File: src/rtl/ip_fragment_reassembly_tracker_assert.svh
// Assertion macros shared by the fragment reassembly tracker RTL.
`ifndef IP_FRAGMENT_REASSEMBLY_TRACKER_ASSERT_SVH
`define IP_FRAGMENT_REASSEMBLY_TRACKER_ASSERT_SVH
`ifndef ASSERT_OFF
// Check a property on every clock edge outside reset.
`define IFRT_ASSERT(lbl, prop, msg) \
	lbl: assert property (@(posedge clk) disable iff (!arst_n) (prop)) else $error(msg);
// Check that a condition in one cycle implies another in the next.
`define IFRT_ASSERT_NEXT(lbl, pre, post, msg) \
	lbl: assert property (@(posedge clk) disable iff (!arst_n) (pre) |=> (post)) else $error(msg);
`else
`define IFRT_ASSERT(lbl, prop, msg)
`define IFRT_ASSERT_NEXT(lbl, pre, post, msg)
`endif
`endif

File: src/rtl/ifrt_pkg.sv
// Package: types, sizes and codes of the fragment reassembly tracker.
`default_nettype none
package ifrt_pkg;
	localparam int MAX_FRAGS = 16;
	localparam int CNT_W     = $clog2(MAX_FRAGS + 1);
	localparam int SUM_W     = 21;
	localparam int END_W     = 17;

	localparam logic [1:0] CMD_INSERT = 2'd0;
	localparam logic [1:0] CMD_FINISH = 2'd1;
	localparam logic [1:0] CMD_CLEAR  = 2'd2;

	localparam logic [1:0] STAT_OK         = 2'd0;
	localparam logic [1:0] STAT_FULL       = 2'd1;
	localparam logic [1:0] STAT_INCOMPLETE = 2'd2;
	localparam logic [1:0] STAT_EMPTY      = 2'd3;

	typedef struct packed {
		logic [15:0] off;
		logic [15:0] len;
		logic [3:0]  ver;
	} frag_t;

	typedef struct packed {
		logic ins;  // sorted insert of the broadcast fragment
		logic rot;  // rotate one place toward the head
	} cell_ctl_t;
endpackage
`default_nettype wire

File: src/rtl/ip_fragment_reassembly_tracker.sv
// Top level of the IP fragment reassembly tracker.
//
// Usage: the input channel (in_valid/in_ready) carries one command word:
// insert a fragment descriptor, finish the packet, or clear the table.
// The output channel (out_valid/out_ready) returns result words, each with
// last set on the final word caused by a command. cmd 3 is accepted and
// produces nothing.
// Insert and clear give one word each, registered, so it appears the cycle
// after acceptance. A finish that fails gives one word the same way; a
// finish that succeeds walks the descriptor chain, one word per cycle while
// the receiver keeps up, entry_count words in all, by rotating the cells
// toward the head. After the walk the chain is back in its original order.
// The next command is taken once the output register is free or being
// drained in the same cycle; a stalled receiver holds the result word and
// holds off new commands.
// Reset clears the entry count, the length sum, the stored end and the
// output valid; descriptor cells keep whatever they held and are never
// read until rewritten.
`default_nettype none
`include "ip_fragment_reassembly_tracker_assert.svh"
module ip_fragment_reassembly_tracker
	import ifrt_pkg::*;
(
	input  wire logic        clk,
	input  wire logic        arst_n,
	input  wire logic        in_valid,
	output logic             in_ready,
	input  wire logic [1:0]  cmd,
	input  wire logic [15:0] frag_offset,
	input  wire logic [15:0] frag_length,
	input  wire logic [3:0]  ip_version,
	output logic             out_valid,
	input  wire logic        out_ready,
	output logic [1:0]       status,
	output logic [15:0]      out_offset,
	output logic [15:0]      out_length,
	output logic [16:0]      total_length,
	output logic [3:0]       out_version,
	output logic             last
);
	typedef enum logic [1:0] {
		ST_IDLE = 2'b01,
		ST_EMIT = 2'b10
	} state_t;

	state_t           state_q;
	logic [CNT_W-1:0] count_q;
	logic [CNT_W-1:0] emit_idx_q;
	logic [SUM_W-1:0] sum_q;
	logic [END_W-1:0] end_q;
	logic             out_valid_q;
	logic [3:0]       first_ver_q;

	logic [1:0]       status_q;
	logic [15:0]      off_q;
	logic [15:0]      len_q;
	logic [END_W-1:0] tot_q;
	logic [3:0]       ver_q;
	logic             last_q;

	cell_ctl_t        ctl;
	frag_t            new_frag;
	frag_t            head;
	logic             any_gt;
	logic             out_free;
	logic             in_acc;
	logic             emit_go;
	logic             full;
	logic             empty;
	logic             match;
	logic             emit_last;
	logic [END_W-1:0] new_end;

	// Output register is free when empty or drained this cycle.
	assign out_free  = !out_valid_q || out_ready;
	assign in_ready  = (state_q == ST_IDLE) && out_free;
	assign in_acc    = in_valid && in_ready;
	assign emit_go   = (state_q == ST_EMIT) && out_free;
	assign full      = count_q >= CNT_W'(MAX_FRAGS);
	assign empty     = count_q == '0;
	assign match     = sum_q == SUM_W'(end_q);
	assign emit_last = emit_idx_q == (count_q - CNT_W'(1));
	assign new_end   = END_W'(frag_offset) + END_W'(frag_length);

	assign new_frag = '{off: frag_offset, len: frag_length, ver: ip_version};
	assign ctl.ins  = in_acc && (cmd == CMD_INSERT) && !full;
	assign ctl.rot  = emit_go;

	ifrt_chain u_chain (
		.clk      (clk),
		.ctl      (ctl),
		.new_frag (new_frag),
		.count    (count_q),
		.head     (head),
		.any_gt   (any_gt)
	);

	// Control state: FSM, count, running sum, end of highest fragment.
	always_ff @(posedge clk or negedge arst_n) begin
		if (!arst_n) begin
			state_q     <= ST_IDLE;
			count_q     <= '0;
			emit_idx_q  <= '0;
			sum_q       <= '0;
			end_q       <= '0;
			out_valid_q <= 1'b0;
		end else begin
			if (out_valid_q && out_ready) begin
				out_valid_q <= 1'b0;
			end
			unique case (state_q)
				ST_IDLE: begin
					if (in_acc) begin
						case (cmd)
							CMD_INSERT: begin
								out_valid_q <= 1'b1;
								if (!full) begin
									count_q <= count_q + CNT_W'(1);
									sum_q   <= sum_q + SUM_W'(frag_length);
									// Nothing moved right: the new fragment is highest.
									if (!any_gt) begin
										end_q <= new_end;
									end
								end
							end
							CMD_FINISH: begin
								if (empty || !match) begin
									out_valid_q <= 1'b1;
								end else begin
									state_q    <= ST_EMIT;
									emit_idx_q <= '0;
								end
							end
							CMD_CLEAR: begin
								out_valid_q <= 1'b1;
								count_q     <= '0;
								sum_q       <= '0;
								end_q       <= '0;
							end
							default: begin
							end
						endcase
					end
				end
				ST_EMIT: begin
					if (emit_go) begin
						out_valid_q <= 1'b1;
						emit_idx_q  <= emit_idx_q + CNT_W'(1);
						if (emit_last) begin
							state_q <= ST_IDLE;
						end
					end
				end
				default: begin
					state_q <= ST_IDLE;
				end
			endcase
		end
	end

	// Result word payload.
	always_ff @(posedge clk) begin
		if (in_acc) begin
			off_q  <= '0;
			len_q  <= '0;
			ver_q  <= '0;
			last_q <= 1'b1;
			case (cmd)
				CMD_INSERT: begin
					status_q <= full ? STAT_FULL : STAT_OK;
					tot_q    <= (full || any_gt) ? end_q : new_end;
				end
				CMD_FINISH: begin
					first_ver_q <= head.ver;
					status_q    <= empty ? STAT_EMPTY : STAT_INCOMPLETE;
					tot_q       <= empty ? '0 : end_q;
				end
				default: begin
					status_q <= STAT_OK;
					tot_q    <= '0;
				end
			endcase
		end else if (emit_go) begin
			status_q <= STAT_OK;
			off_q    <= head.off;
			len_q    <= head.len;
			tot_q    <= end_q;
			ver_q    <= first_ver_q;
			last_q   <= emit_last;
		end
	end

	assign out_valid    = out_valid_q;
	assign status       = status_q;
	assign out_offset   = off_q;
	assign out_length   = len_q;
	assign total_length = tot_q;
	assign out_version  = ver_q;
	assign last         = last_q;

	`IFRT_ASSERT(a_count_bound, count_q <= CNT_W'(MAX_FRAGS), "entry count above table size")
	`IFRT_ASSERT(a_emit_nonempty, (state_q != ST_EMIT) || (!empty && emit_idx_q < count_q), "emit walk outside occupied entries")
	`IFRT_ASSERT_NEXT(a_finish_walk, in_acc && (cmd == CMD_FINISH) && !empty && match, state_q == ST_EMIT, "successful finish did not start walk")
	`IFRT_ASSERT_NEXT(a_emit_end, emit_go && emit_last, state_q == ST_IDLE && out_valid_q && last_q, "walk did not end on last word")
endmodule
`default_nettype wire

File: src/rtl/ifrt_cell.sv
// One descriptor cell of the sorted fragment chain.
`default_nettype none
module ifrt_cell
	import ifrt_pkg::*;
(
	input  wire logic      clk,
	input  wire cell_ctl_t ctl,
	input  wire frag_t     new_frag,
	input  wire frag_t     left_frag,
	input  wire logic      left_gt,
	input  wire frag_t     right_frag,
	input  wire logic      occ,
	input  wire logic      at_end,
	output frag_t          frag,
	output logic           gt
);
	frag_t frag_q;

	assign frag = frag_q;
	// Occupied and strictly above the new offset: this entry moves right.
	assign gt = occ && (frag_q.off > new_frag.off);

	always_ff @(posedge clk) begin
		if (ctl.ins) begin
			if (left_gt) begin
				frag_q <= left_frag;
			end else if (gt || at_end) begin
				frag_q <= new_frag;
			end
		end else if (ctl.rot) begin
			frag_q <= right_frag;
		end
	end
endmodule
`default_nettype wire

File: src/rtl/ifrt_chain.sv
// Row of descriptor cells with neighbor wiring and occupancy decode.
`default_nettype none
module ifrt_chain
	import ifrt_pkg::*;
(
	input  wire logic             clk,
	input  wire cell_ctl_t        ctl,
	input  wire frag_t            new_frag,
	input  wire logic [CNT_W-1:0] count,
	output frag_t                 head,
	output logic                  any_gt
);
	frag_t             frag   [MAX_FRAGS];
	frag_t             right  [MAX_FRAGS];
	logic [MAX_FRAGS-1:0] gt;
	logic [MAX_FRAGS-1:0] occ;
	logic [MAX_FRAGS-1:0] at_end;
	logic [MAX_FRAGS-1:0] at_last;

	assign head   = frag[0];
	assign any_gt = |gt;

	for (genvar i = 0; i < MAX_FRAGS; i++) begin : g_cell
		assign occ[i]     = count > CNT_W'(i);
		assign at_end[i]  = count == CNT_W'(i);
		assign at_last[i] = count == CNT_W'(i + 1);

		// The last occupied cell wraps the head around on rotation.
		if (i == MAX_FRAGS - 1) begin : g_tail
			assign right[i] = frag[0];
		end else begin : g_mid
			assign right[i] = at_last[i] ? frag[0] : frag[i + 1];
		end

		if (i == 0) begin : g_head
			ifrt_cell u_cell (
				.clk        (clk),
				.ctl        (ctl),
				.new_frag   (new_frag),
				.left_frag  (new_frag),
				.left_gt    (1'b0),
				.right_frag (right[i]),
				.occ        (occ[i]),
				.at_end     (at_end[i]),
				.frag       (frag[i]),
				.gt         (gt[i])
			);
		end else begin : g_body
			ifrt_cell u_cell (
				.clk        (clk),
				.ctl        (ctl),
				.new_frag   (new_frag),
				.left_frag  (frag[i - 1]),
				.left_gt    (gt[i - 1]),
				.right_frag (right[i]),
				.occ        (occ[i]),
				.at_end     (at_end[i]),
				.frag       (frag[i]),
				.gt         (gt[i])
			);
		end
	end
endmodule
`default_nettype wire

File: config.mk
export PLATFORM = sky130hd
export DESIGN_NAME = ip_fragment_reassembly_tracker
export DESIGN_NICKNAME = d
export VERILOG_FILES = /design/src/rtl/ifrt_pkg.sv /design/src/rtl/ip_fragment_reassembly_tracker.sv /design/src/rtl/ifrt_cell.sv /design/src/rtl/ifrt_chain.sv
export VERILOG_INCLUDE_DIRS = /design/src /design/src/rtl
export SDC_FILE = /design/constraint.sdc
export NUM_CORES = 2
export LEC_CHECK = 0
export BUFFER_PORTS_ARGS = -buffer_cell sky130_fd_sc_hd__buf_2
export CAP_MARGIN = 10
export CORE_ASPECT_RATIO = 1.2
export CORE_MARGIN = 2
export CORE_UTILIZATION = 40
export DETAILED_ROUTE_END_ITERATION = 10
export GPL_TIMING_DRIVEN = 0
export PLACE_DENSITY_LB_ADDON = 0.3
export REMOVE_ABC_BUFFERS = 1
export SETUP_SLACK_MARGIN = 0.02
export SLEW_MARGIN = 20
export SYNTH_ARGS = -nofsm -noshare
export SYNTH_HDL_FRONTEND = slang
export SYNTH_HIERARCHICAL = 1
export SYNTH_SLANG_ARGS = --single-unit
File: constraint.sdc
create_clock -name clk -period 5.1 [get_ports clk]
set_clock_uncertainty 0.15 [all_clocks]
set_input_delay 0 -clock clk [delete_from_list [all_inputs] [get_ports clk]]
set_output_delay 0 -clock clk [all_outputs]
set_load 0.02 [all_outputs]
==> results.md <==
- In the global route stage, overall resource usage came out at 0.232.
- The total of max-cap violations is 0.
- The via count of the first global-routing pass is around 37000.
- The number of failing hold endpoints at the final stage is 0.
- The number of sinks handled by clock tree synthesis is 687.
- The design draws 19.9 mW.
- The worst-case clock buffer depth is 3.
- The worst register-to-register path has a depth of 15.
- The fill cell instance count of the final layout is 11500.
- The worst setup path is of the reg -> reg kind.
- Setup repair after global routing left no endpoint under its margin.
- The clock-pin slew reported for the worst setup and hold paths after clock tree synthesis is approximately 0.060 ns.
- The area of the core is roughly 120000 um^2.
- The clock latency reported for the late side of the worst-skew pair is about 0.70 ns.
- For this run the aggregate overflow at the end of global routing stands at 0.
- The endpoint required time on the critical path is between 5 and 6 ns.
- The number of setup violations in the final report is 0.
- The final net count is 5226.
- The pin count of the biggest net entering global routing is between 100 and 150.
- STA classifies the critical path endpoint as a flip-flop.
- The routing usage on met1 is 0.313.
- Of all nets on the critical path, the largest fanout is 20.
- The path class of the tightest hold or removal check is in -> reg.
- In this run the most critical hold path is launched from frag_offset[7].
- The most critical setup path has its endpoint at total_length[8].
- The placement row count is 141.
- The largest vdd supply drop is roughly 0.00032 V.
- In the synthesized netlist the async set-or-reset flop fraction comes to 0.0742.
- The detailed router placed between 30000 and 40000 vias in this run.
- Setup slack on the worst reg-to-reg path comes out at approximately 0.20 ns.
- The flow ran to the end, and the final reports show no timing, DRC or antenna violations.
- The synthesized area per cell is 10.1 um^2.
- In the finished design, the share of the clock period the worst path needs comes to 0.960.
- The count of nets left with antenna violations once routing finished came out at 0.
- The start point of the critical path is count_q[4].
- For this configuration, the core starts out at a cell density of 0.402.
- Data arrives at the worst endpoint at roughly 5.3 ns.
- The minimum period implied by the final worst setup slack is between 4 and 5 ns.
- After synthesis, the cell types taking the most area are sky130_fd_sc_hd__edfxtp_1, sky130_fd_sc_hd__mux2i_1, sky130_fd_sc_hd__mux2_2.
- The tightest slew margin relative to the limit is 0.288.
- The final HPWL from detailed placement is approximately 100 mm.
- In the global route stage, met2 resource usage came out at 0.380.
- The library cell appearing most often on the critical path is sky130_fd_sc_hd__buf_16.
- The cell count after synthesis is 4877.
- The number of ports placed on the die boundary is 100.
- The signal on the critical path passes through nand3b_4 > nor2b_4 > buf_16 > or2_2 > o21ai_1 > a31oi_4 > buf_16 > buf_16 > nor4_4 > nand4_1 > or2_2 > or4_4 > a2111oi_1 > a31oi_1 > nand2_1.
- After the first detailed-routing iteration, the DRC count stood at about 3500.
- The number of levels the H-tree was split into is 3.
- The share of cells above drive strength 1 is 0.200.
- The kind of start point of the critical path is a flip-flop.
- The post-synthesis sequential area ratio is 0.405.
- The share of synthesized area in the top cell type comes to 0.364.
- The count of port buffers added during placement is 99.
- The number of warnings printed during yosys synthesis is 6.
- The global routing stage identified its most utilized layer as met2.
- The cell with the most instances after synthesis is sky130_fd_sc_hd__a21oi_1.
- The number of different library cells in the post-synthesis netlist is 86.
- In the routed design, unresolved DRC markers number 0.
- The ratio of routed vias to standard cells is about 5.8.
- The post-synth design cell area is between 40000 and 50000 um^2.
- The horizontal die dimension is around 320 um.
- Sorting the synthesized cells by how often they occur yields sky130_fd_sc_hd__a21oi_1, sky130_fd_sc_hd__nor2_1, sky130_fd_sc_hd__edfxtp_1.
- Based on the critical path, the design can be clocked at up to about 0.20 GHz.
- The startpoint of the worst-slack reg-to-reg timing path is count_q[4].
- The post-route worst setup slack is 0.202 ns.
- The CTS root buffer is sky130_fd_sc_hd__clkbuf_16.
- Counting flops with a built-in enable in the synthesized netlist gives 599.
- The met3 track utilization from global routing is 0.0332.
- The largest single stage delay on the critical path is between 0.7 and 0.8 ns.
- The static power due to leakage is 21.5 nW.
- The critical register-to-register path endpoint is total_length[8].
- The most frequently used flop master after synthesis is sky130_fd_sc_hd__edfxtp_1.
- Relative to the synthesized area, the layout overhead comes to 14.4%.
- The global-route wire length before repair is roughly 230 mm.
- The largest individual stage delay along the critical path comes from the cell sky130_fd_sc_hd__dfrtp_2.
- The flip-flop and latch count after synthesis is about 700.
- The routed wirelength normalized by instance count is roughly 23 um.
- Measured along the y axis, the die boundary spans a little under 400 um.
- 0 antenna diodes ended up in the layout.
- The floorplan step defined a die boundary enclosing around 130000 um^2.
- At the end of routability-driven placement, the weighted congestion stood at 0.842.
- The number of buffers added by the clock tree synthesis step is 81.
- The power density of the placed cells is 352 nW/um^2.
- The number of antenna violations at the first check in global routing is 1.
- The setup slack at placement is -1.10 ns.
- Before antenna repair, the detailed router went through 6 iterations.
- TritonCTS built the clock tree.
- The largest total area in the synthesized netlist belongs to sky130_fd_sc_hd__edfxtp_1.
- After detailed routing, the total wire length is ~150 mm.
- The actual transition at the worst max-transition pin is around 1.1 ns.
- The number of pins exceeding their max-slew limit in the final report came to 0.
==> worst min-delay path by stage <==
stage / endpoint / slack [ns] / cells past startpoint
after floorplan: count_q[0] / -0.45 / 0
after global placement: emit_idx_q[3] / 0.16 / 1
final: u_chain/g_cell[15].g_body.u_cell/frag[27] / 0.04 / 3
after global routing: u_chain/g_cell[14].g_body.u_cell/frag[29] / 0.06 / 3
after CTS: u_chain/g_cell[14].g_body.u_cell/frag[29] / 0.007 / 3
after detailed placement: emit_idx_q[3] / -0.07 / 1
==> kinds of logic after synthesis <==
kind of cell             Yosys count  share of synthesized area
other                              1                  0.0000759
AO/OA/AOI/OAI                   1019                      0.115
multiplexers                    1127                      0.244
XOR/XNOR                          40                    0.00709
adder cells (fa/ha/maj)          296                     0.0753
AND/OR/NAND/NOR                 1107                      0.101
flip-flops                       687                      0.405
buffers and inverters            600                     0.0525
==> flip-flops by register name, summed over array words and instances, names as in the netlist <==
register and count:
end_q 17, status 2, emit_idx_q 5, first_ver_q 4, last 1, out_length 16, total_length 17, out_version 4
sum_q 21, state_q 2, out_offset 16, u_chain/g_cell.g_body.u_cell/frag 540, out_valid 1, count_q 5, u_chain/g_cell.g_head.u_cell/frag 36
==> worst max-delay path, delay by kind of cell, from the launching register on <==
kind	cells	cell delay, ns
AOI/OAI and AO/OA	4	0.68
buffers and inverters	3	0.59
DFF	1	0.74
and+or+nand+nor	8	2.54
==> layer usage <==
| metal | routed length [um] | part of all wire |
|---|---|---|
| met5 | 0 | 0 |
| met4 | 4890 | 0.032 |
| met3 | 9840 | 0.065 |
| met2 | 71200 | 0.47 |
| met1 | 66600 | 0.44 |
==> timing repair <==
| item | 4_1_cts | 5_1_grt |
|---|---|---|
| endpoints found under the hold margin | 601 | 0 |
| hold buffers | 45 | 0 |
| gates resized for setup | 19 | 30 |
| setup endpoints to repair | 553 | 217 |
| gates cloned | 3 | 4 |
| setup buffers | 5 | 1 |
==> area by class of cell <==
type,count,area (um^2),share of cell area
Clock inverter,52,500,0.00886
Clock buffer,97,2170,0.0384
Tap cell,1644,2060,0.0364
Sequential cell,687,20000,0.354
Inverter,286,1090,0.0193
Multi-Input combinational cell,3593,27400,0.485
Timing Repair Buffer,239,3230,0.0573
==> stage by stage <==
stage               hold slack [ns]  instance area [um^2]  TNS (ns)  std cells   util
global placement              0.161                 50400         -       6306  0.411
finish                       0.0447                 56500         0       6598  0.460
detailed placement          -0.0665                 53000   -258.33       6391  0.431
floorplan                    -0.446                 47900  -8227.85       4563      -
CTS                         0.00740                 56300         0       6593  0.458
global route                 0.0610                 56500         0       6598  0.460
==> power by group <==
part | switching [mW] | total (mW) | internal (mW)
Sequential | 0.627 | 7.60 | 6.98
Clock | 2.60 | 5.98 | 3.37
Combinational | 3.59 | 6.33 | 2.74
Total | 6.82 | 19.9 | 13.1
==> cells in the final DEF, fill, tap and decap left out, drive strengths merged, types with 13 or more instances in the layout <==
cell type,netlist,final
edfxtp,599,599
or4,19,19
mux2i,586,586
a2111oi,18,18
o21ai,69,69
nand2,229,229
ha,294,294
clkbuf,154,107
nand3,13,13
dlygate4sd3,0,44
buf,160,183
dfxtp,37,37
mux2,541,541
a21o,88,91
o211ai,26,26
nor2,672,672
nand2b,16,16
clkinv,0,40
nor3,32,32
dfrtp,50,50
and3,13,13
xnor2,29,29
a21oi,739,739
inv,286,290
nand4,57,57
nor2b,24,24
a31oi,20,20
(Power assumes the default switching activity.)
